`config.mk`:
```
export PLATFORM = sky130hd
export DESIGN_NAME = cmnta_div_step
export DESIGN_NICKNAME = d
export VERILOG_FILES = /design/src/rtl/core/cmnta_pkg.sv /design/src/rtl/core/cmnta_div_step.sv
export SDC_FILE = /design/constraint.sdc
export NUM_CORES = 1
export LEC_CHECK = 0
export BUFFER_PORTS_ARGS = -buffer_cell sky130_fd_sc_hd__buf_2
export CAP_MARGIN = 30
export CORE_AREA = 2 2 151 153
export DETAILED_ROUTE_END_ITERATION = 7
export DIE_AREA = 0 0 153 155
export MAX_ROUTING_LAYER = met4
export PLACE_DENSITY_LB_ADDON = 0.2
export SYNTH_ARGS = -nofsm -noshare
export SYNTH_HDL_FRONTEND = slang
export SYNTH_SLANG_ARGS = --single-unit
```
`constraint.sdc`:
```
create_clock -name clk -period 38.8 [get_ports clk]
set_input_delay 3.88 -clock clk [delete_from_list [all_inputs] [get_ports clk]]
set_output_delay 3.88 -clock clk [all_outputs]
set_load 0.05 [all_outputs]
```
`src/rtl/core/cmnta_pkg.sv`:
```
// shared constants, types and codes for the cube map nearest texel address block
// no dependencies
package cmnta_pkg;

    localparam int MAX_EXTENT      = 4096;
    localparam int MAX_DEPTH       = 16;
    localparam int COORD_FRAC_BITS = 14;

    localparam int DIV_BITS = 17;

    typedef enum logic [2:0] {
        CFG_CUBE_MODE  = 3'd0,
        CFG_WIDTH      = 3'd1,
        CFG_HEIGHT     = 3'd2,
        CFG_DEPTH      = 3'd3,
        CFG_COMPONENTS = 3'd4,
        CFG_IMAGE_SIZE = 3'd5
    } cfg_index_t;

    localparam logic [2:0] FACE_POS_X = 3'd0;
    localparam logic [2:0] FACE_NEG_X = 3'd1;
    localparam logic [2:0] FACE_POS_Y = 3'd2;
    localparam logic [2:0] FACE_NEG_Y = 3'd3;
    localparam logic [2:0] FACE_POS_Z = 3'd4;
    localparam logic [2:0] FACE_NEG_Z = 3'd5;

    localparam logic [1:0] STATUS_OK       = 2'd0;
    localparam logic [1:0] STATUS_ZERO_DIR = 2'd1;
    localparam logic [1:0] STATUS_OOB      = 2'd2;

    // per-item data that rides along the divider stages
    typedef struct packed {
        logic [2:0]  face;
        logic        zero_dir;
        logic        cube;
        logic [16:0] u_2d;
        logic [16:0] v_2d;
    } side_t;

endpackage

```
`src/rtl/core/cmnta_div_step.sv`:
```
// one register stage of the restoring divider for (a+m)/(2m) in q1.16
// depends on cmnta_pkg
module cmnta_div_step
#(
    parameter int START  = 0,
    parameter int NSTEPS = 6
)
(
    input  logic        clk,
    input  logic        en,
    input  logic [17:0] rem_in,
    input  logic [16:0] quo_in,
    input  logic [16:0] mag_in,
    output logic [17:0] rem_reg,
    output logic [16:0] quo_reg,
    output logic [16:0] mag_reg
);
    import cmnta_pkg::*;

    logic [17:0] rem_next, trial;
    logic [16:0] quo_next;

    always_comb
    begin
        rem_next = rem_in;
        quo_next = quo_in;
        for (int k = 0; k < NSTEPS; k++)
        begin
            // first bit has weight 2, second weight 1, the rest shift in
            if (START + k == 0)
                trial = {mag_in, 1'b0};
            else if (START + k == 1)
                trial = {1'b0, mag_in};
            else
            begin
                rem_next = {rem_next[16:0], 1'b0};
                trial    = {1'b0, mag_in};
            end
            if (rem_next >= trial)
            begin
                rem_next = rem_next - trial;
                quo_next = {quo_next[DIV_BITS-2:0], 1'b1};
            end
            else
                quo_next = {quo_next[DIV_BITS-2:0], 1'b0};
        end
    end

    always_ff @(posedge clk)
    begin
        if (en)
        begin
            rem_reg <= rem_next;
            quo_reg <= quo_next;
            mag_reg <= mag_in;
        end
    end

endmodule

```
==> results by group <==
Timing
  • Hold Vio Cnt, Final: 0
  • Final Slew Violations: 0
  • Post-route minimum period: 21,160 ps
  • Unrepaired setup endpoints after global routing: no
  • Rel. slew slack: 0.417
  • Final worst-path cycle share: 0.545
  • Endpoints failing setup: 0
  • Setup_tns: 0 ps
  • Slew @ Worst Pin: slightly below 900 ps
  • Fmax achieved: roughly 0.047 GHz

Logic synthesis
  • Sequential fraction of the synthesis area: 0.206
  • Post-synthesis mux area share: 0.108
  • Async SR Flop Fraction: 0
  • Post-synthesis compound-gate area fraction: 0.234
  • Post-synth EDFFs: 52
  • Synthesized flop and latch total: 52
  • Synth unique cells: 79
  • Syn avg cell area: 8.71 sq um
  • Most used DFF post-synth: edfxtp_1
  • Mapped Area: about 7600 sq um
  • Combinational family with the most area after synthesis: compound AO/OA/AOI/OAI gates
  • Adder-cell share of the synthesized area: 0.171
  • Cell count after synthesis: 872
  • Simple-Gate Fraction of Synth Area: 0.154
  • Yosys warns: 0
  • Post-Synth XOR/XNOR Area: 0.0865
  • Syn Nets: approximately 1,000

Place
  • GPL Wtd Cong: 0.854
  • Port buffer count: 99
  • Post-DP HPWL: 16,100 um

Worst setup path
  • Worst EP required: 38,860 ps
  • Setup crit end kind: flip-flop
  • Crit Path Max Fanout: 19
  • Crit Path Class: primary input to flip-flop
  • Worst Path Arrival: 21,230 ps
  • CP peak stage delay: 690 ps
  • Critical path's top delay family: compound AO/OA/AOI/OAI gates
  • WP buf/inv: 7
  • Startpoint types: primary input
  • CP max stage cell: or3_1

Clock network
  • CTS Root Cell: clkbuf_16
  • Hold_buf cts: 0
  • H-tree Lvls: 2
  • Bufs on Longest Clock Path: 2
  • Clock sinks: 52
  • Post-CTS Setup Inserts: 0
  • TritonCTS clock tree: done
  • Total CTS buffers: 5
  • Gates resized, CTS repair: 0
  • CTS clk-pin slew, worst paths: 80 ps

Global route
  • GRT overflow: 0
  • Total GRT Usage: 0.171
  • Vias in the first global route: 6,382
  • Pin count of the biggest net entering global routing: 53
  • Global-route wire length before repair: ~32,000 um
  • Initial antenna violation count: 0

Final layout
  • Fill count: 2,319
  • Nets: 1,117
  • Ant. Diodes: 0
  • Max FFs per register: 18
  • Area Overhead vs Synth: 11.9%
  • Share of layout cells above drive strength 1: 0.196

Route
  • Vias per std cell: 5.32
  • Vias: 6,628
  • Residual DRC: 0
  • Drt initial violations: between 500 and 600
  • Routed Antenna Nets: 0
  • Routed wire per std cell: 15.9 um
  • Routed WL: 19,800 um
  • DR pass1 iterations: 5

Die
  • Die Y: 155 um
  • Die Wd: 153 um
  • # rows: 55
  • Ports: 106
  • Core footprint: 22,200 sq um
  • Die Footprint: ~24,000 sq um
  • Initial Util: 0.342

Hold path
  • HP Start: quo_in[8]
  • Hold path endpoint: quo_reg[14]$_DFFE_PP_
  • Hold Crit Class: primary input to flip-flop
  • Hold Path Cell Cnt: 1

Status
  • Status: complete, no violations

Run
  • Maxcap violations: 0
==> cells in the mapped netlist, types with 4 or more instances <==
cell      instances  area share
a211o_1           4      0.0046
a211oi_1          4      0.0040
a21o_1           34       0.034
a21oi_1          61       0.040
a31oi_1           7      0.0058
and2_1            5      0.0041
and3_1            7      0.0058
buf_6             4      0.0059
clkbuf_1          8      0.0040
edfxtp_1         52        0.21
ha_1             99        0.16
inv_1            50       0.025
mux2_2           52       0.077
mux2_4            9       0.018
mux2i_1           6      0.0079
nand2_1          52       0.026
nand2b_1         12      0.0099
nand3_1          14      0.0092
nand3b_1          6      0.0059
nand4_1          10      0.0082
nor2_1           73       0.036
nor2b_1           9      0.0074
nor3_1           18       0.012
o211a_1           6      0.0079
o211ai_1         12       0.012
o21a_1           16       0.016
o21ai_0          61       0.040
o21bai_1         15       0.015
or2_2             5      0.0041
or3_1             9      0.0074
or4_1             4      0.0040
xnor2_1          51       0.059
xor2_1           24       0.028
==> metrics by stage <==
stage,setup WS (ps),std cells,hold slack [ps],util,area [sq um]
after floorplan,20670,872,3980,-,7590
final,17640,1247,3740,0.382,8500
after CTS,17720,1247,3730,0.382,8500
after global placement,17430,1239,4060,0.376,8350
after global routing,16270,1247,3730,0.382,8500
after detailed placement,17440,1239,4060,0.376,8350
==> area by class of cell <==
type	instances	area (sq um)	share of cell area
multi-input combinational	749	5720	0.673
inverter	52	200	0.0236
timing repair buffer	101	510	0.0601
clock inverter	3	25.0	0.00294
tap	285	357	0.0419
clock buffer	5	125	0.0147
sequential	52	1560	0.184
==> layer usage <==
layer,share of wire,GRT usage,wire (um)
met5,0,-,0
met4,0.016,0.0362,322
met3,0.043,0.0248,851
met2,0.45,0.279,8960
met1,0.49,0.227,9670
==> layout by cell type (no fill, tap or decap), types with 4 or more instances in the layout <==
cell type  instances
ha_1              99
buf_2             99
nor2_1            73
a21oi_1           61
o21ai_0           61
nand2_1           52
mux2_2            52
edfxtp_1          52
xnor2_1           51
inv_1             50
a21o_1            34
xor2_1            24
nor3_1            18
o21a_1            16
o21bai_1          15
nand3_1           14
nand2b_1          12
o211ai_1          12
nand4_1           10
or3_1              9
nor2b_1            9
mux2_4             9
a31oi_1            7
and3_1             7
o211a_1            6
nand3b_1           6
mux2i_1            6
or2_2              5
and2_1             5
clkbuf_16          5
a211oi_1           4
a211o_1            4
or4_1              4
==> cell families after synthesis <==
group	Yosys count
AOI/OAI and AO/OA	265
and+or+nand+nor	237
adders and majority gates	102
xor gates and xnor gates	75
buffers and inverters	71
muxes	70
DFF	52
==> worst max path at each step <==
| stage | startpoint | end | slack, ps | depth (start not counted) |
|---|---|---|---|---|
| after global placement | mag_in[10] | rem_reg[6]$_DFFE_PP_ | 17430 | 63 |
| after global routing | mag_in[14] | rem_reg[5]$_DFFE_PP_ | 16270 | 63 |
| after detailed placement | mag_in[1] | rem_reg[4]$_DFFE_PP_ | 17440 | 63 |
| after CTS | mag_in[1] | rem_reg[4]$_DFFE_PP_ | 17720 | 63 |
| after floorplan | mag_in[14] | rem_reg[10]$_DFFE_PP_ | 20670 | 74 |
| final | mag_in[1] | rem_reg[4]$_DFFE_PP_ | 17640 | 63 |
Power is not shown: default switching activity piles up to over one toggle a cycle in this logic, so the estimate is an artifact.
