[config.mk]
export PLATFORM = sky130hd
export DESIGN_NAME = cmnta_addr
export DESIGN_NICKNAME = d
export VERILOG_FILES = /design/src/rtl/core/cmnta_pkg.sv /design/src/rtl/core/cmnta_addr.sv
export SDC_FILE = /design/constraint.sdc
export NUM_CORES = 2
export LEC_CHECK = 0
export ABC_AREA = 0
export ABC_CLOCK_PERIOD_IN_PS = 10200
export BUFFER_PORTS_ARGS = -buffer_cell sky130_fd_sc_hd__buf_2
export CAP_MARGIN = 10
export CORE_ASPECT_RATIO = 1.2
export CORE_MARGIN = 2
export CORE_UTILIZATION = 63
export DETAILED_ROUTE_END_ITERATION = 10
export PLACE_DENSITY_LB_ADDON = 0.25
export REMOVE_ABC_BUFFERS = 1
export SYNTH_ARGS = -nofsm -noshare
export SYNTH_HDL_FRONTEND = slang
export SYNTH_SLANG_ARGS = --single-unit
[constraint.sdc]
create_clock -name clk -period 10.2 [get_ports clk]
set_input_delay 1.02 -clock clk [delete_from_list [all_inputs] [get_ports clk]]
set_output_delay 1.02 -clock clk [all_outputs]
set_load 0.01 [all_outputs]
[src/rtl/core/cmnta_pkg.sv]
// shared constants, types and codes for the cube map nearest texel address block
// no dependencies
package cmnta_pkg;

    localparam int MAX_EXTENT      = 4096;
    localparam int MAX_DEPTH       = 16;
    localparam int COORD_FRAC_BITS = 14;

    localparam int DIV_BITS = 17;

    typedef enum logic [2:0] {
        CFG_CUBE_MODE  = 3'd0,
        CFG_WIDTH      = 3'd1,
        CFG_HEIGHT     = 3'd2,
        CFG_DEPTH      = 3'd3,
        CFG_COMPONENTS = 3'd4,
        CFG_IMAGE_SIZE = 3'd5
    } cfg_index_t;

    localparam logic [2:0] FACE_POS_X = 3'd0;
    localparam logic [2:0] FACE_NEG_X = 3'd1;
    localparam logic [2:0] FACE_POS_Y = 3'd2;
    localparam logic [2:0] FACE_NEG_Y = 3'd3;
    localparam logic [2:0] FACE_POS_Z = 3'd4;
    localparam logic [2:0] FACE_NEG_Z = 3'd5;

    localparam logic [1:0] STATUS_OK       = 2'd0;
    localparam logic [1:0] STATUS_ZERO_DIR = 2'd1;
    localparam logic [1:0] STATUS_OOB      = 2'd2;

    // per-item data that rides along the divider stages
    typedef struct packed {
        logic [2:0]  face;
        logic        zero_dir;
        logic        cube;
        logic [16:0] u_2d;
        logic [16:0] v_2d;
    } side_t;

endpackage

[src/rtl/core/cmnta_addr.sv]
// back end: texel rounding, address products, sum and bounds check, output register
// depends on cmnta_pkg
module cmnta_addr
(
    input  logic              clk,
    input  logic [3:0]        en,
    input  cmnta_pkg::side_t  side,
    input  logic [16:0]       quo_u,
    input  logic [16:0]       quo_v,
    input  logic [12:0]       width_cfg,
    input  logic [12:0]       height_cfg,
    input  logic [4:0]        depth_cfg,
    input  logic [2:0]        comp_cfg,
    input  logic [32:0]       image_bytes_cfg,
    output logic [2:0]        face_reg,
    output logic [11:0]       texel_x_reg,
    output logic [11:0]       texel_y_reg,
    output logic [32:0]       byte_address_reg,
    output logic [1:0]        status_reg
);
    import cmnta_pkg::*;

    logic [12:0] w, h;
    logic [4:0]  d;
    logic [2:0]  c;
    logic [14:0] row_reg;
    logic [27:0] plane_reg;
    logic [32:0] stride_reg;

    logic [16:0] u16, v16;
    logic [29:0] prod_x, prod_y;
    logic [35:0] face_prod;
    logic [11:0] tx5_reg, ty5_reg;
    logic [32:0] face_off5_reg, face_off6_reg;
    logic [2:0]  face5_reg, face6_reg, face7_reg;
    logic        zero5_reg, zero6_reg, zero7_reg;
    logic [11:0] tx6_reg, ty6_reg, tx7_reg, ty7_reg;
    logic [26:0] prow6_reg;
    logic [14:0] pcol6_reg;
    logic [33:0] sum7;
    logic [32:0] addr7_reg;

    always_comb
    begin
        w = (width_cfg == '0) ? 13'd1
          : (width_cfg > 13'(MAX_EXTENT)) ? 13'(MAX_EXTENT) : width_cfg;
        h = (height_cfg == '0) ? 13'd1
          : (height_cfg > 13'(MAX_EXTENT)) ? 13'(MAX_EXTENT) : height_cfg;
        d = (depth_cfg == '0) ? 5'd1
          : (depth_cfg > 5'(MAX_DEPTH)) ? 5'(MAX_DEPTH) : depth_cfg;
        c = (comp_cfg == '0) ? 3'd1 : (comp_cfg > 3'd4) ? 3'd4 : comp_cfg;
    end

    // face stride is registered through row_reg, plane_reg and stride_reg after a register write
    always_ff @(posedge clk)
    begin
        row_reg    <= 15'(w * c);
        plane_reg  <= 28'(row_reg * h);
        stride_reg <= 33'(plane_reg * d);
    end

    always_comb
    begin
        u16       = side.cube ? quo_u : side.u_2d;
        v16       = side.cube ? quo_v : side.v_2d;
        prod_x    = 30'(u16 * 12'(w - 13'd1)) + 30'd32768;
        prod_y    = 30'(v16 * 12'(h - 13'd1)) + 30'd32768;
        face_prod = 36'(side.face * stride_reg);
        sum7      = 34'(face_off6_reg) + 34'(prow6_reg) + 34'(pcol6_reg);
    end

    always_ff @(posedge clk)
    begin
        if (en[0])
        begin
            tx5_reg       <= prod_x[27:16];
            ty5_reg       <= prod_y[27:16];
            face_off5_reg <= face_prod[32:0];
            face5_reg     <= side.face;
            zero5_reg     <= side.zero_dir;
        end
        if (en[1])
        begin
            prow6_reg     <= 27'(ty5_reg * row_reg);
            pcol6_reg     <= 15'(tx5_reg * c);
            face_off6_reg <= face_off5_reg;
            face6_reg     <= face5_reg;
            zero6_reg     <= zero5_reg;
            tx6_reg       <= tx5_reg;
            ty6_reg       <= ty5_reg;
        end
        if (en[2])
        begin
            addr7_reg <= sum7[32:0];
            face7_reg <= face6_reg;
            zero7_reg <= zero6_reg;
            tx7_reg   <= tx6_reg;
            ty7_reg   <= ty6_reg;
        end
        if (en[3])
        begin
            if (zero7_reg)
            begin
                face_reg         <= '0;
                texel_x_reg      <= '0;
                texel_y_reg      <= '0;
                byte_address_reg <= '0;
                status_reg       <= STATUS_ZERO_DIR;
            end
            else
            begin
                face_reg         <= face7_reg;
                texel_x_reg      <= tx7_reg;
                texel_y_reg      <= ty7_reg;
                byte_address_reg <= addr7_reg;
                status_reg       <= (addr7_reg >= image_bytes_cfg) ? STATUS_OOB : STATUS_OK;
            end
        end
    end

endmodule

==> qor.csv <==
metric,value,unit
final period utilization,83.2,%
Yosys top cell area share,30.7,%
first-pass GRT wire length,170,mm
DR iter-0 viols,1846,
crit path max fanout,34,
DR WL met2,51.3,mm
CTS H-Tree Depth,2,
pre-CTS setup slack,1.21,ns
ys async rst share,0,%
# setup viols final,0,
IO Pins,207,
fmax,118,MHz
setup_tns,0,ns
Post-synth EDFFs,287,
Pwr Density,333,nW/um^2
Num CTS Buffers,40,
DIE AREA,76500,um^2
crit end category,flop,
Seq. cell area,10100,um^2
Overflow after GRT,0,
syn_area_per_cell,9.58,um^2
pin count of the biggest net entering global routing,64,
Clock Skews,0.0328,ns
#FFs+latches synth,363,
crit path kind,in2reg,
post-CTS sizing,0,
most numerous cell in the Yosys netlist,inv_1,
most frequent cell on the critical path,fa_1,
WL final,102,mm
slew margin rel.,24.4,%
cells after synthesis,4889,
worst skew pair latency,0.60,ns
Die Wd,253,um
Leak Pwr,24.9,nW
area grow syn2layout,7.02,%
CTS root buf,clkbuf_16,
overall die height,303,um
Synth top cells by count,"inv_1 (945), nand2_1 (812), fa_1 (717)",
worst path bufs/invs,6,
crit-path leading delay family,adder cells,
"Req. time, crit path",10.52,ns
sequential area share after synthesis,21.7,%
synthesized cell area,46800,um^2
Max Slew Vio Count,0,
maximum capacitance violations,0,
Hold Buf Count CTS,0,
DP HPWL,82.3,mm
max layer used,met5,
Routed WL per cell,16.9,um
worst-margin pin slew,1.13,ns
PortBufs,206,
Cell variety after synth,74,
"Reg clk slew, reported paths",0.06,ns
Post-CTS Setup Bufs,0,
CP max-delay cell,fa_1,
area of the multi-input gates,32500,um^2
Hold Crit Class,reg2reg,
WL met1,40.3,mm
gpl congestion,0.931,
crit path time final,8.48,ns
first-pass detailed-route iteration total,6,
"area leader, netlist",fa_1,
Arrival @ worst endpoint,8.81,ns
RSZ-0062 raised after global routing,false,
Synth area leaders,"fa_1 (31%), edfxtp_1 (18%), ha_1 (12%)",
run status,completed,
endpoints failing hold,0,
# fillers,5810,
"antenna viol nets, final",0,
nets,6355,
Core Area,73600,um^2
post-DR vias/cell,5.52,
clk sinks,363,
DRC,0,
CP startpoint kind,input port,
GRT Total Usage,27.8,%
initial antenna violation count,6,
YS warnings,0,
Site Rows,109,
number of global-route vias before repair,34700,
ys flop type,edfxtp_1,
peak supply drop,0.000419,V
Initial Utilization,63.6,%
share of post-route cells with drive strength above 1,7.59,%
WL met3,6.01,mm
CTS tree,built,
final worst-path setup slack,1.72,ns
clock tree buffer depth,3,
"slowest stage delay, CP",0.55,ns
DR vias,33100,
layout by cell type (no fill, tap or decap), drive strengths merged, types with 28 or more instances in the layout:
cell and n:
dfxtp 76, nand2b 52, nand3 31, nand2 812
mux2 34, a21o 64, ha 461, clkbuf 47
and2 268, xnor2 141, o21a 36, buf 254
nor2b 99, nor3 29, o21bai 28, o21ai 82
a21oi 149, xor2 45, edfxtp 287, inv 949
fa 717, nor2 179
layout make-up:
class / instances / area share (%)
clock inverter: 24 / 0.547
multi-input combinational: 3428 / 64.9
antenna: 3 / 0.0150
tap: 943 / 2.35
clock buffer: 47 / 2.05
timing repair buffer: 254 / 2.78
inverter: 945 / 7.08
sequential: 363 / 20.2
final timing paths:
path | cells past startpoint | end | start | slack (ns)
min | 0 | face_off6_reg[15] | face_off5_reg[15] | 0.41
max | 28 | ty5_reg[11] | height_cfg[12] | 1.72
max reg2reg | 19 | prow6_reg[25] | ty5_reg[3] | 3.99
min reg2reg | 0 | face_off6_reg[15] | face_off5_reg[15] | 0.41
kinds of logic (layout without fill, tap and decap cells):
kind of cell	count (synthesis)	count (layout)	synth area share (%)
muxes	51	51	1.18
DFF	363	363	21.7
other	0	3	0
AOI/OAI and AO/OA	471	471	6.53
and+or+nand+nor	1542	1542	15.3
adders and majority gates	1178	1178	43.0
buffers and inverters	1098	1270	8.88
xor gates and xnor gates	186	186	3.48
per-stage QoR:
stage	power [W]	utilization [%]	hold WS, ns	cells	instance area (um^2)
floorplan	0.0120	-	0.400	4736	46200
CTS	0.0168	68.0	0.406	6004	50100
global route	0.0186	68.0	0.421	6006	50100
finish	0.0167	68.0	0.410	6007	50100
detailed placement	0.0153	66.3	0.405	5933	48800
global placement	0.0149	66.3	0.400	5933	48800
per-layer routing:
layer / global-route usage, % / vias up
li1: - / 15500
met1: 34.3 / 16400
met2: 49.7 / 997
met3: 3.72 / 218
met4: 10.9 / 6
met5: 0 / -
power by group:
group	switching, W	leakage [nW]	internal, W
registers	0.000437	3.49	0.00266
logic	0.00702	20.8	0.00512
clock network	0.000634	0.620	0.000812
total	0.00809	24.9	0.00859
No activity file was read; power rests on OpenSTA's default activity.
