## config.mk

```make
export PLATFORM = sky130hd
export DESIGN_NAME = cmnta_front
export DESIGN_NICKNAME = d
export VERILOG_FILES = /design/src/rtl/core/cmnta_pkg.sv /design/src/rtl/core/cmnta_front.sv
export SDC_FILE = /design/constraint.sdc
export NUM_CORES = 1
export LEC_CHECK = 0
export BUFFER_PORTS_ARGS = -buffer_cell sky130_fd_sc_hd__buf_2
export CORE_ASPECT_RATIO = 2
export CORE_MARGIN = 2
export CORE_UTILIZATION = 36
export CTS_CLUSTER_DIAMETER = 50
export CTS_CLUSTER_SIZE = 28
export DETAILED_ROUTE_END_ITERATION = 10
export HOLD_SLACK_MARGIN = 0.15
export SETUP_SLACK_MARGIN = 0.1
export SLEW_MARGIN = 20
export SYNTH_ARGS = -nofsm -noshare
export SYNTH_HDL_FRONTEND = slang
export SYNTH_SLANG_ARGS = --single-unit
```

## constraint.sdc

```tcl
create_clock -name clk -period 9.2 [get_ports clk]
set_input_delay 0.46 -clock clk [delete_from_list [all_inputs] [get_ports clk]]
set_output_delay 0.46 -clock clk [all_outputs]
set_load 0.02 [all_outputs]
```

## src/rtl/core/cmnta_pkg.sv

```systemverilog
// shared constants, types and codes for the cube map nearest texel address block
// no dependencies
package cmnta_pkg;

    localparam int MAX_EXTENT      = 4096;
    localparam int MAX_DEPTH       = 16;
    localparam int COORD_FRAC_BITS = 14;

    localparam int DIV_BITS = 17;

    typedef enum logic [2:0] {
        CFG_CUBE_MODE  = 3'd0,
        CFG_WIDTH      = 3'd1,
        CFG_HEIGHT     = 3'd2,
        CFG_DEPTH      = 3'd3,
        CFG_COMPONENTS = 3'd4,
        CFG_IMAGE_SIZE = 3'd5
    } cfg_index_t;

    localparam logic [2:0] FACE_POS_X = 3'd0;
    localparam logic [2:0] FACE_NEG_X = 3'd1;
    localparam logic [2:0] FACE_POS_Y = 3'd2;
    localparam logic [2:0] FACE_NEG_Y = 3'd3;
    localparam logic [2:0] FACE_POS_Z = 3'd4;
    localparam logic [2:0] FACE_NEG_Z = 3'd5;

    localparam logic [1:0] STATUS_OK       = 2'd0;
    localparam logic [1:0] STATUS_ZERO_DIR = 2'd1;
    localparam logic [1:0] STATUS_OOB      = 2'd2;

    // per-item data that rides along the divider stages
    typedef struct packed {
        logic [2:0]  face;
        logic        zero_dir;
        logic        cube;
        logic [16:0] u_2d;
        logic [16:0] v_2d;
    } side_t;

endpackage

```

## src/rtl/core/cmnta_front.sv

```systemverilog
// first stage: face selection, numerators and 2d coordinate conversion
// depends on cmnta_pkg
module cmnta_front
(
    input  logic                 clk,
    input  logic                 en,
    input  logic                 cube_mode,
    input  logic signed [15:0]   coord_x,
    input  logic signed [15:0]   coord_y,
    input  logic signed [15:0]   coord_z,
    output logic [17:0]          num_u_reg,
    output logic [17:0]          num_v_reg,
    output logic [16:0]          mag_reg,
    output cmnta_pkg::side_t     side_reg
);
    import cmnta_pkg::*;

    logic signed [17:0] sx, sy, sz, a, b, num_a, num_b;
    logic [16:0] ax, ay, az, m;
    logic [2:0]  face;
    logic [17:0] num_u_next, num_v_next;
    side_t       side_next;

    function automatic logic [16:0] to_q16(input logic signed [15:0] c);
        logic signed [31:0] v;
        logic [31:0]        s;
        begin
            v = 32'(c);
            if (v < 0)
                v = 0;
            if (v > (32'sd1 <<< COORD_FRAC_BITS))
                v = 32'sd1 <<< COORD_FRAC_BITS;
            if (COORD_FRAC_BITS <= 16)
                s = 32'(v) << (16 - COORD_FRAC_BITS);
            else
                s = 32'(v) >> (COORD_FRAC_BITS - 16);
            to_q16 = s[16:0];
        end
    endfunction

    always_comb
    begin
        sx = 18'(coord_x);
        sy = 18'(coord_y);
        sz = 18'(coord_z);
        ax = (sx < 0) ? 17'(-sx) : 17'(sx);
        ay = (sy < 0) ? 17'(-sy) : 17'(sy);
        az = (sz < 0) ? 17'(-sz) : 17'(sz);
        // ties go to z, then y
        if (az >= ax && az >= ay)
        begin
            m = az;
            if (sz < 0)
            begin
                face = FACE_NEG_Z; a = -sx; b = -sy;
            end
            else
            begin
                face = FACE_POS_Z; a = sx;  b = -sy;
            end
        end
        else if (ay >= ax)
        begin
            m = ay;
            if (sy < 0)
            begin
                face = FACE_NEG_Y; a = sx; b = -sz;
            end
            else
            begin
                face = FACE_POS_Y; a = sx; b = sz;
            end
        end
        else
        begin
            m = ax;
            if (sx < 0)
            begin
                face = FACE_NEG_X; a = sz;  b = -sy;
            end
            else
            begin
                face = FACE_POS_X; a = -sz; b = -sy;
            end
        end
        num_a = a + $signed({1'b0, m});
        num_b = b + $signed({1'b0, m});
        num_u_next = (num_a < 0) ? '0 : 18'(num_a);
        num_v_next = (num_b < 0) ? '0 : 18'(num_b);

        side_next.cube     = cube_mode;
        side_next.zero_dir = cube_mode && ax == '0 && ay == '0 && az == '0;
        side_next.face     = cube_mode ? face : FACE_POS_X;
        side_next.u_2d     = to_q16(coord_x);
        side_next.v_2d     = to_q16(coord_y);
    end

    always_ff @(posedge clk)
    begin
        if (en)
        begin
            num_u_reg <= num_u_next;
            num_v_reg <= num_v_next;
            mag_reg   <= m;
            side_reg  <= side_next;
        end
    end

endmodule

```

==> results by group <==
Placement
  • PortBufs: 138
  • Post-DP HPWL: 25370 um
  • Placer congestion estimate: 1.014
  • Place WS: 0.3215 ns

Status
  • Status: complete, no violations

Yosys
  • Cell variety after synth: 76
  • Synthesized instance count: 992
  • Post-synth EDFFs: 88
  • Async SR Flop Fraction: 0%
  • Syn avg cell area: 8.745 um2
  • Register area share after synthesis: 30.46%
  • Yosys warns: 0
  • Ys flop type: edfxtp_1
  • Post-Syn Area: 8675 um2
  • Synth Register Bits: 88

Layout
  • Number of flip-flops in the largest register: 35
  • Number of antenna diodes: 0
  • Area growth syn-to-layout: 16.04%
  • Share of cells above drive strength 1: 20.09%
  • Nets: 1262

Detailed routing
  • Remaining DRCs: 0
  • Via density: 5.646
  • TritonRoute pass-1 iters: 5
  • Post-Route WL: 30820 um
  • Post-route ant nets: 0
  • Via count: 8000
  • Avg WL per Cell: 21.75 um
  • Initial DRC Count: 516

Clock tree
  • TritonCTS clock tree: built
  • Total CTS buffers: 9
  • TritonCTS sink count: 88
  • # hold bufs at CTS: 0
  • Root buffer cell: clkbuf_16
  • H-tree Lvls: 3
  • CTS clk-pin slew, worst paths: 0.07 ns
  • Longest Clk Path Bufs: 2

Timing
  • Endpoints failing hold: 0
  • Worst-Margin Slew: 0.9268 ns
  • Post-layout worst setup margin: 0.6958 ns
  • Setup TNS: 0 ns
  • Fmax: 0.1176 GHz
  • Final min period: 8.504 ns
  • RSZ-0062 raised after global routing: no
  • Slew HR: 38.21%
  • Max-slew violations: 0
  • Period utilization: 92.44%
  • Final setup vio count: 0

Die
  • # rows: 80
  • Initial Util: 36.57%
  • Die area: 25430 um2
  • Ports: 143
  • Die width: 113.8 um
  • Die height: 223.5 um
  • Core area: 23720 um2

Power and ir drop
  • Lkg Pwr: 4.351 nW
  • Maximum vdd drop: 0.00008843 V
  • PwrDens: 250.8 nW/um2

Critical path
  • Critical path class: input port to flip-flop
  • Crit start category: input port
  • CP endpoint kind: flip-flop
  • Req. time, crit path: 9.30 ns
  • Worst-path fanout max: 17
  • CP delay by family, top: compound AO/OA/AOI/OAI gates
  • Slowest stage delay, CP: 0.53 ns
  • Crit path DAT: 8.60 ns
  • Most common cell on crit path: a21oi_1
  • Buf/Inv on CP: 4
  • Worst path slowest cell: a2111oi_1

Global route
  • Vias in the first global route: 8087
  • Gr usage total: 24.51%
  • Initial antenna violation count: 0
  • Largest net degree at the start of global routing: 69
  • GRT overflow: 0
  • First-pass GRT wire length: 46090 um

Min path
  • Worst hold path class: input port to flip-flop
  • Hold wc startpoint: cube_mode
  • WHS Path Cells: 1
  • Worst Hold Endpoint: side_reg[34]

Run
  • Max cap viols: 0
cell usage after synthesis, types with 6 or more instances:
library cell,instances,area (um2)
nor2b_1,8,50.05
nor3_1,26,130.1
xnor2_1,47,411.6
nor4_1,12,75.07
nand2_1,119,446.7
nand2b_1,8,50.05
mux2i_1,20,200.2
buf_2,8,40.04
a21oi_1,76,380.4
nor3_2,11,110.1
ha_1,84,1051
clkbuf_1,33,123.9
o21ai_1,29,145.1
or2_2,12,75.07
or3_1,17,106.4
o21ai_0,30,150.1
o31ai_1,7,52.55
a211oi_1,8,60.06
nor2_1,65,244.0
xor2_1,54,473.0
o21a_1,9,67.56
edfxtp_1,88,2643
buf_4,6,45.04
inv_1,49,183.9
and2_1,33,206.5
a21o_1,12,90.09
nand4_1,9,56.30
or4_1,8,60.06
nand3_1,13,65.06
metal layers:
metal,vias to the layer above,GRT usage (%),part of all wire (%)
met5,-,0,0
met4,0,21.75,9.8
met3,113,2.988,3.6
met2,279,44.25,53
met1,3771,23.84,34
li1,3837,-,-
cell type report:
class                   count  area (um2)
fillers                  2380       13660
multi-input cells         807        5633
flip-flops and latches     88        2643
repair buffers            170       945.9
well taps                 287       359.1
clock buffers              10       229.0
inverters                  49       183.9
clock inverters             6       72.57
where the power goes:
part | switching, mW | internal (mW)
Combinational | 0.941 | 0.583
Clock | 0.169 | 0.215
Sequential | 0.0256 | 0.591
cells by family (layout without fill, tap and decap cells):
logic type      count (synthesis)  after routing  share of synthesized area (%)
compound gates                231            231                          17.66
simple gates                  360            360                          21.33
mux                            20             20                          2.308
other cells                     1              6                        0.04323
flops                          88             88                          30.46
xor+xnor                      102            102                          10.39
buf+inv                       102            235                          5.005
fa+ha+maj                      88             88                          12.81
stage by stage:
| step | cell area [um2] | utilization (%) | hold slack, ns | instances | power, mW |
|---|---|---|---|---|---|
| 3_3_place_gp | 9763 | 41.16 | 0.7473 | 1401 | 2.134 |
| 2_1_floorplan | 8693 | - | 0.5589 | 997 | 1.679 |
| 3_5_place_dp | 9763 | 41.16 | 0.7510 | 1401 | 2.138 |
| 5_1_grt | 10070 | 42.43 | 0.3613 | 1417 | 2.696 |
| 4_1_cts | 10060 | 42.43 | 0.3499 | 1417 | 2.533 |
| 6_report | 10070 | 42.43 | 0.3666 | 1417 | 2.524 |
layout by cell type (no fill, tap or decap), types with 6 or more instances in the layout:
cell | netlist | layout
conb_1 | 1 | 6
xor2_1 | 54 | 54
buf_4 | 6 | 32
nor2b_1 | 8 | 8
o21ai_0 | 30 | 30
or2_2 | 12 | 12
a211oi_1 | 8 | 8
ha_1 | 84 | 84
o21ai_1 | 29 | 29
and2_1 | 33 | 33
nor4_1 | 12 | 12
inv_1 | 49 | 49
nand4_1 | 9 | 9
mux2i_1 | 20 | 20
edfxtp_1 | 88 | 88
buf_2 | 8 | 137
a21oi_1 | 76 | 76
clkbuf_16 | 0 | 9
nand2b_1 | 8 | 8
xnor2_1 | 47 | 47
nand3_1 | 13 | 13
a21o_1 | 12 | 12
or4_1 | 8 | 8
nor3_2 | 11 | 10
o31ai_1 | 7 | 7
nand2_1 | 119 | 119
nor3_1 | 26 | 26
nor2_1 | 65 | 65
or3_1 | 17 | 17
o21a_1 | 9 | 9
worst max-delay path by stage:
stage,slack (ns),to,start,cells after the start
finish,0.70,num_u_reg[1],coord_x[1],33
global route,0.24,num_u_reg[6],coord_x[0],33
CTS,0.67,num_u_reg[6],coord_x[1],33
detailed placement,0.32,num_u_reg[6],coord_x[1],33
global placement,0.45,num_u_reg[0],coord_x[1],33
floorplan,1.27,num_u_reg[10],coord_x[7],30
timing repair:
action                                  CTS  global route
setup buffers                             0             0
endpoints found under the setup margin    0            11
gates resized for setup                   0             1
Power figures use the tool's default switching activity.
